File: config.mk
export PLATFORM = sky130hd
export DESIGN_NAME = qar_queue
export DESIGN_NICKNAME = d
export VERILOG_FILES = /design/src/hdl/qar_pkg.sv /design/src/hdl/qar_queue.sv
export SDC_FILE = /design/constraint.sdc
export NUM_CORES = 1
export LEC_CHECK = 0
export ABC_AREA = 0
export BUFFER_PORTS_ARGS = -buffer_cell sky130_fd_sc_hd__clkbuf_2
export CAP_MARGIN = 20
export CORE_ASPECT_RATIO = 1.2
export CORE_MARGIN = 1.5
export CORE_UTILIZATION = 40
export CTS_BUF_LIST = sky130_fd_sc_hd__clkbuf_4 sky130_fd_sc_hd__clkbuf_8
export DETAILED_ROUTE_END_ITERATION = 6
export SYNTH_ARGS = -nofsm -noshare
export SYNTH_HDL_FRONTEND = slang
export SYNTH_SLANG_ARGS = --single-unit
File: constraint.sdc
create_clock -name clk -period 10.25 [get_ports clk]
set_clock_uncertainty 0.05 [all_clocks]
set_input_delay 0.5125 -clock clk [delete_from_list [all_inputs] [get_ports clk]]
set_output_delay 0.5125 -clock clk [all_outputs]
set_load 0.02 [all_outputs]
File: src/hdl/qar_pkg.sv
// ---------------------------------------------------------------------------
// qar_pkg: shared types and constants for the quaternion rotate core
// Item layouts, CORDIC angle table and the term tables of both
// Hamilton products.
// ---------------------------------------------------------------------------
package qar_pkg;

    localparam int SINCOS_STEPS  = 16;
    localparam int CORDIC_MAX    = 24;
    localparam int CORDIC_STAGES = (SINCOS_STEPS < CORDIC_MAX) ? SINCOS_STEPS : CORDIC_MAX;

    localparam int IN_W  = 160;
    localparam int OUT_W = 96;

    localparam int QDEPTH = 4;
    localparam int QPTR_W = $clog2(QDEPTH);

    localparam logic signed [32:0] CORDIC_GAIN = 33'sd652032874;

    localparam logic signed [32:0] ATAN_TAB [CORDIC_MAX] = '{
        33'sd536870912, 33'sd316933406, 33'sd167458907, 33'sd85004756,
        33'sd42667331,  33'sd21354465,  33'sd10679838,  33'sd5340245,
        33'sd2670163,   33'sd1335087,   33'sd667544,    33'sd333772,
        33'sd166886,    33'sd83443,     33'sd41722,     33'sd20861,
        33'sd10430,     33'sd5215,      33'sd2608,      33'sd1304,
        33'sd652,       33'sd326,       33'sd163,       33'sd81
    };

    // point and axis as carried through the pipes
    typedef struct packed {
        logic signed [31:0] px;
        logic signed [31:0] py;
        logic signed [31:0] pz;
        logic signed [15:0] ax;
        logic signed [15:0] ay;
        logic signed [15:0] az;
    } qar_geom_t;

    // item handed from front to back: half-angle cos/sin in Q2.30 plus geometry
    typedef struct packed {
        logic signed [32:0] c;
        logic signed [32:0] s;
        qar_geom_t          g;
    } qar_work_t;

    // t = p * (0,v): three terms per component, index 3*comp + n
    // p index 0..3 = r,i,j,k ; v index 0..2 = x,y,z
    localparam int FP_P [12] = '{1, 2, 3,  0, 2, 3,  0, 1, 3,  0, 1, 2};
    localparam int FP_V [12] = '{0, 1, 2,  0, 2, 1,  1, 2, 0,  2, 1, 0};
    localparam bit FP_N [12] = '{1, 1, 1,  0, 0, 1,  0, 1, 0,  0, 0, 1};

    // r = t * conj(p): four terms per output, index 4*out + n
    localparam int SP_T [12] = '{1, 3, 0, 2,  2, 1, 0, 3,  3, 2, 0, 1};
    localparam int SP_P [12] = '{0, 2, 1, 3,  0, 3, 2, 1,  0, 1, 3, 2};
    localparam bit SP_N [12] = '{0, 0, 1, 1,  0, 0, 1, 1,  0, 0, 1, 1};

endpackage

File: src/hdl/qar_queue.sv
// ---------------------------------------------------------------------------
// qar_queue: short FIFO between front and back
// Register storage, push and pop in the same cycle allowed.
// ---------------------------------------------------------------------------
module qar_queue (
    input  logic               clk,
    input  logic               rst_n,
    input  logic               push,
    input  qar_pkg::qar_work_t push_item,
    input  logic               pop,
    output qar_pkg::qar_work_t pop_item,
    output logic               full,
    output logic               empty
);
    import qar_pkg::*;

    qar_work_t           mem_reg [QDEPTH];
    logic [QPTR_W-1:0]   wp_reg;
    logic [QPTR_W-1:0]   rp_reg;
    logic [QPTR_W:0]     cnt_reg;
    logic                do_push;
    logic                do_pop;

    assign full     = (cnt_reg == QDEPTH[QPTR_W:0]);
    assign empty    = (cnt_reg == '0);
    assign do_push  = push && !full;
    assign do_pop   = pop && !empty;
    assign pop_item = mem_reg[rp_reg];

    always_ff @(posedge clk or negedge rst_n)
    begin
        if (!rst_n)
        begin
            wp_reg  <= '0;
            rp_reg  <= '0;
            cnt_reg <= '0;
        end
        else
        begin
            if (do_push)
                wp_reg <= wp_reg + 1'b1;
            if (do_pop)
                rp_reg <= rp_reg + 1'b1;
            if (do_push && !do_pop)
                cnt_reg <= cnt_reg + 1'b1;
            else if (do_pop && !do_push)
                cnt_reg <= cnt_reg - 1'b1;
        end
    end

    always_ff @(posedge clk)
    begin
        if (do_push)
            mem_reg[wp_reg] <= push_item;
    end

endmodule

==> flow_metrics.tcl, run 1 <==
set metrics [dict create \
    status "complete, no violations" \
    fin_nets 2095 \
    cts_num_sinks 847 \
    drt_wl_total_um 63500 \
    synth_nets 1353 \
    slew_violations 0 \
    hold_violations 0 \
    r2r_start "cnt_reg[2]" \
    r2r-end "mem_reg[0][75]" \
    clock_latency_ns 0.78 \
    crit_slowest_cell "dfrtp_4" \
    portBuffers 425 \
    vias_per_cell 4.88 \
    synth_ff_type "edfxtp_1" \
    async_flop_share 0.00826 \
    rsz0062_at_grt "false" \
    clk_pin_slew_ns 0.06 \
    worstMarginPinSlew_ns 1.05 \
    grt_first_pass_wirelength_um 97200 \
    synth_cells 1133 \
    synth_area_mm2 0.0307 \
    core_region_area_mm2 0.0762 \
    seq_area_frac_synth 0.827 \
    cts_buffer_depth 3 \
    die_w_um 256 \
    area_delta_synth_final_pct 25.8 \
    total_power_mw 11.1 \
    end_kind "output pin" \
    grt_max_degree 94 \
    grtUsageTotal 0.165 \
    ios 426 \
    first_pass_iters 4 \
    fin_tns_setup_ns 0 \
    die-area_mm2 0.0785 \
    synth_edf_count 840 \
    yosys_warnings 0 \
    vias 14600 \
    cap_violations 0 \
    post-cts-setup-buffers 0 \
    hpwl_um 37500 \
    crit_type "reg2out" \
    crit_start "rp_reg[1]" \
    postSynthAreaPerCell_um2 27.1 \
    tritoncts "yes" \
    hold_class "in2reg" \
    finalSetupViolations 0 \
    crit_required_ns 9.69 \
    period_minus_slack_ns 4.56 \
    grt_overflow 0 \
    route.detailed.drc 0 \
    crit_family "buffers and inverters" \
    largest_register_ffs 840 \
    wire_per_inst_um 21.2 \
    ir_drop_mv 0.218 \
    worst-path-buf-inv 3 \
    slowest_delay_ns 0.95 \
    timing.fmax_ghz 0.219 \
    finalCritPeriodShare 0.445 \
    slew_headroom 0.297 \
    layout-drive-gt1-share 0.438 \
    endpoint "pop_item[100]" \
    drtIter0Drc 991 \
    r2r_cells 5 \
    final_common_cell "edfxtp_1" \
    p_leak_nw 13.4 \
    rows 111 \
    cts_made_buffers 133 \
    root_buffer "clkbuf_8" \
    synth.distinct_cells 21 \
    ant_nets 0 \
    crit_fanout 53 \
    path_cells "buf_4 > buf_4 > mux4_2 > clkbuf_2" \
    antenna_found_initial 5 \
    path_depth 4 \
    htree_levels 4 \
    regToRegSetupSlack_ns 6.43 \
    chipHeight_um 307 \
    synth-seq-cells 847 \
    start_util 0.403 \
    gp_congestion 0.746 \
    final_cell_mix "edfxtp_1, clkbuf_2, dlygate4sd3_1" \
    path_common_cell "buf_4" \
    grt_pass1_vias 16200 \
    cp-start-kind "flip-flop" \
    p_per_area_mw_per_mm2 287 \
    worstPathArrival_ns 3.99 \
]
## final cells by class
| class | instances | area (um2) |
|---|---|---|
| Inverter | 4 | 15.0 |
| Clock buffer | 171 | 2130 |
| Tap cell | 1017 | 1270 |
| Multi-Input combinational cell | 234 | 4950 |
| Timing Repair Buffer | 655 | 4410 |
| Fill cell | 6102 | 37600 |
| Sequential cell | 847 | 25400 |
| Antenna cell | 3 | 7.51 |
| Clock inverter | 63 | 472 |
## tightest hold or removal path: stages
cell and delay [ns]:
clkbuf_2 0.08, nor2b_1 0.21, xnor2_1 0.16
## Yosys cell counts (4+ instances only)
master	count	share of area
buf_2	22	0.0036
edfxtp_1	840	0.82
xnor2_1	4	0.0011
ha_1	5	0.0020
buf_6	21	0.0077
inv_1	4	0.00049
mux4_2	210	0.15
dfrtp_1	7	0.0057
and2_1	4	0.00081
## how the worst min path moves through the flow
stage / cells past startpoint / startpoint / slack, ns / endpoint
5_1_grt: 3 / push / 0.12 / wp_reg[0]
3_3_place_gp: 1 / rst_n / 0.31 / rp_reg[1]
6_report: 3 / push / 0.17 / wp_reg[0]
2_1_floorplan: 0 / rst_n / 0.17 / cnt_reg[0]
3_5_place_dp: 1 / rst_n / 0.31 / cnt_reg[2]
4_1_cts: 3 / push / 0.04 / wp_reg[0]
## repair_timing
item                      CTS  global route
hold buffers              213             0
resized for setup           0             0
hold endpoints to repair  849             0
## logic make-up after synthesis
kind of cell | share of synthesized area
fa+ha+maj | 0.00269
mux | 0.155
flops | 0.827
xor+xnor | 0.00171
simple gates | 0.00187
buf+inv | 0.0125
## stage by stage
| step | std cells | instance area (um2) | setup WS [ns] | utilization | hold slack (ns) |
|---|---|---|---|---|---|
| after CTS | 2991 | 38700 | 5.53 | 0.507 | 0.0444 |
| after global placement | 2544 | 33900 | 6.32 | 0.445 | 0.308 |
| after floorplan | 1133 | 30700 | 3.94 | - | 0.167 |
| final | 2994 | 38700 | 5.69 | 0.507 | 0.167 |
| after global routing | 2993 | 38700 | 5.48 | 0.507 | 0.116 |
| after detailed placement | 2544 | 33900 | 6.28 | 0.445 | 0.315 |
## per-layer routing
metal / vias up / GRT usage / routed length [um]
li1: 6442 / - / -
met1: 7627 / 0.200 / 25000
met2: 426 / 0.276 / 32800
met3: 122 / 0.0528 / 4150
met4: 8 / 0.0640 / 1530
met5: - / 0 / 49
## power by group
group / internal (mW) / switching, mW / total [mW]
sequential: 4.58 / 0.214 / 4.80
combinational: 1.37 / 2.14 / 3.51
clock: 1.50 / 1.29 / 2.79
No activity file was read; power rests on OpenSTA's default activity.
==> inputs of run 2 (changes only) <==
- clock period: 10.25 -> 4.1 ns (I/O delays scaled with it)
==> flow_metrics.tcl, run 2 (synthesis results as in run 1) <==
set metrics [dict create \
    status "complete, no violations" \
    switchingPower_mw 9.22 \
    clk_pin_slew_ns 0.06 \
    chipHeight_um 307 \
    largest_register_ffs 840 \
    htree_levels 4 \
    drt_wl_total_um 65200 \
    fin_cells 3033 \
    p_leak_nw 13.6 \
    hold_class "in2reg" \
    r2r_start "cnt_reg[2]" \
    nFillCells 6018 \
    slew_violations 0 \
    grtUsageTotal 0.170 \
    die_w_um 256 \
    seqPwrFrac 0.425 \
    wire_per_inst_um 21.5 \
    crit_required_ns 3.85 \
    clock_latency_ns 0.77 \
    cp-start-kind "flip-flop" \
    grt_max_degree 75 \
    stdcell_area_mm2 0.0392 \
    power_frac_comb 0.327 \
    end_kind "output pin" \
    worstHoldEndpoint "mem_reg[0][130]" \
    tritoncts "yes" \
    grt_first_pass_wirelength_um 99200 \
    cts_num_sinks 847 \
    cts_made_buffers 136 \
    gp_congestion 0.744 \
    core_region_area_mm2 0.0762 \
    root_buffer "clkbuf_8" \
    worstPathArrival_ns 2.99 \
    worstHoldStart "push_item[130]" \
    start_util 0.403 \
    place_inst 2576 \
    crit_type "reg2out" \
    cellInternalPower_mw 18.9 \
    die-area_mm2 0.0785 \
    cap_violations 0 \
    seqCellArea_mm2 0.0254 \
    ir_drop_mv 0.422 \
    rows 111 \
    cts_buffer_depth 3 \
    p_clk_frac 0.249 \
    final_common_cell "edfxtp_1" \
    regToRegSetupSlack_ns 1.49 \
    grt_overflow 0 \
    route.met3.wl_um 4330 \
    drtIter0Drc 925 \
    hold_violations 0 \
    ant_nets 0 \
    total_power_mw 28.1 \
    first_pass_iters 4 \
    timing.fmax_ghz 0.308 \
    antenna_found_initial 7 \
    finalCritPeriodShare 0.791 \
    dpl-instance-area_mm2 0.0344 \
    fin_tns_setup_ns 0 \
    route.detailed.drc 0 \
    rsz0062_at_grt "false" \
    p_per_area_mw_per_mm2 718 \
    hold_path_depth 2 \
    multi_input_area_mm2 0.00495 \
    ios 426 \
    hpwl_um 40200 \
    wl_met1_um 24800 \
    crit_fanout 56 \
    top_layer "met5" \
    fin_nets 2131 \
    layout-drive-gt1-share 0.449 \
    r2r-end "mem_reg[1][9]" \
    wl_met2_um 34400 \
    post-cts-setup-buffers 0 \
    swShare 0.328 \
    grt_pass1_vias 16600 \
    final_cell_mix "edfxtp_1, clkbuf_2, dlygate4sd3_1" \
    period_minus_slack_ns 3.24 \
    r2r_cells 4 \
    area_delta_synth_final_pct 27.5 \
    portBuffers 425 \
    vias_per_cell 4.91 \
    finalSetupViolations 0 \
    slew_headroom 0.434 \
    worstMarginPinSlew_ns 0.848 \
    vias 14900 \
]
==> run 2: per-layer routing <==
layer,GRT usage,up-vias
li1,-,6531
met1,0.200,7757
met2,0.289,459
met3,0.0528,128
met4,0.0692,10
met5,0,-
==> run 2: area by class of cell <==
cell class,count,area share
clock inverters,55,0.00977
inverters,4,0.000383
clock buffers,186,0.0578
flip-flops and latches,847,0.648
multi-input cells,234,0.126
well taps,1017,0.0325
repair buffers,688,0.125
diodes,2,0.000128
==> run 2: how the worst max path moves through the flow <==
stage / start / end / slack (ns)
after global placement: cnt_reg[2] / mem_reg[1][32] / 1.53
after global routing: rp_reg[0] / pop_item[18] / 0.61
after CTS: rp_reg[0] / pop_item[18] / 0.64
after detailed placement: cnt_reg[2] / mem_reg[1][31] / 1.44
after floorplan: cnt_reg[2] / mem_reg[0][0] / 0.15
final: rp_reg[0] / pop_item[18] / 0.86
==> run 2: power by group through the flow <==
stage / Combinational, mW / Sequential [mW] / Clock (mW)
after floorplan: 6.21 / 12.0 / 0
after global placement: 9.24 / 12.0 / 0
after detailed placement: 9.24 / 12.2 / 0
after CTS: 9.46 / 12.0 / 7.25
after global routing: 9.79 / 12.1 / 7.60
final: 9.19 / 11.9 / 7.00
==> run 2: stage by stage <==
stage / utilization / hold slack, ns / worst slack [ns]
after global placement: 0.451 / 0.00297 / 1.53
after detailed placement: 0.451 / 0.00749 / 1.44
after floorplan: - / -0.141 / 0.152
final: 0.514 / 0.140 / 0.858
after CTS: 0.514 / 0.0293 / 0.638
after global routing: 0.514 / 0.0715 / 0.613
==> run 2: worst max-delay path, cell delays in order, from the launching register on <==
cell      delay (ns)
dfrtp_4         0.86
buf_12          0.41
mux4_2          0.61
clkbuf_2        0.18
==> run 2: what timing repair did <==
| item | CTS | global route |
|---|---|---|
| hold buffers | 214 | 0 |
| gates resized for setup | 0 | 0 |
| hold endpoints to repair | 854 | 0 |
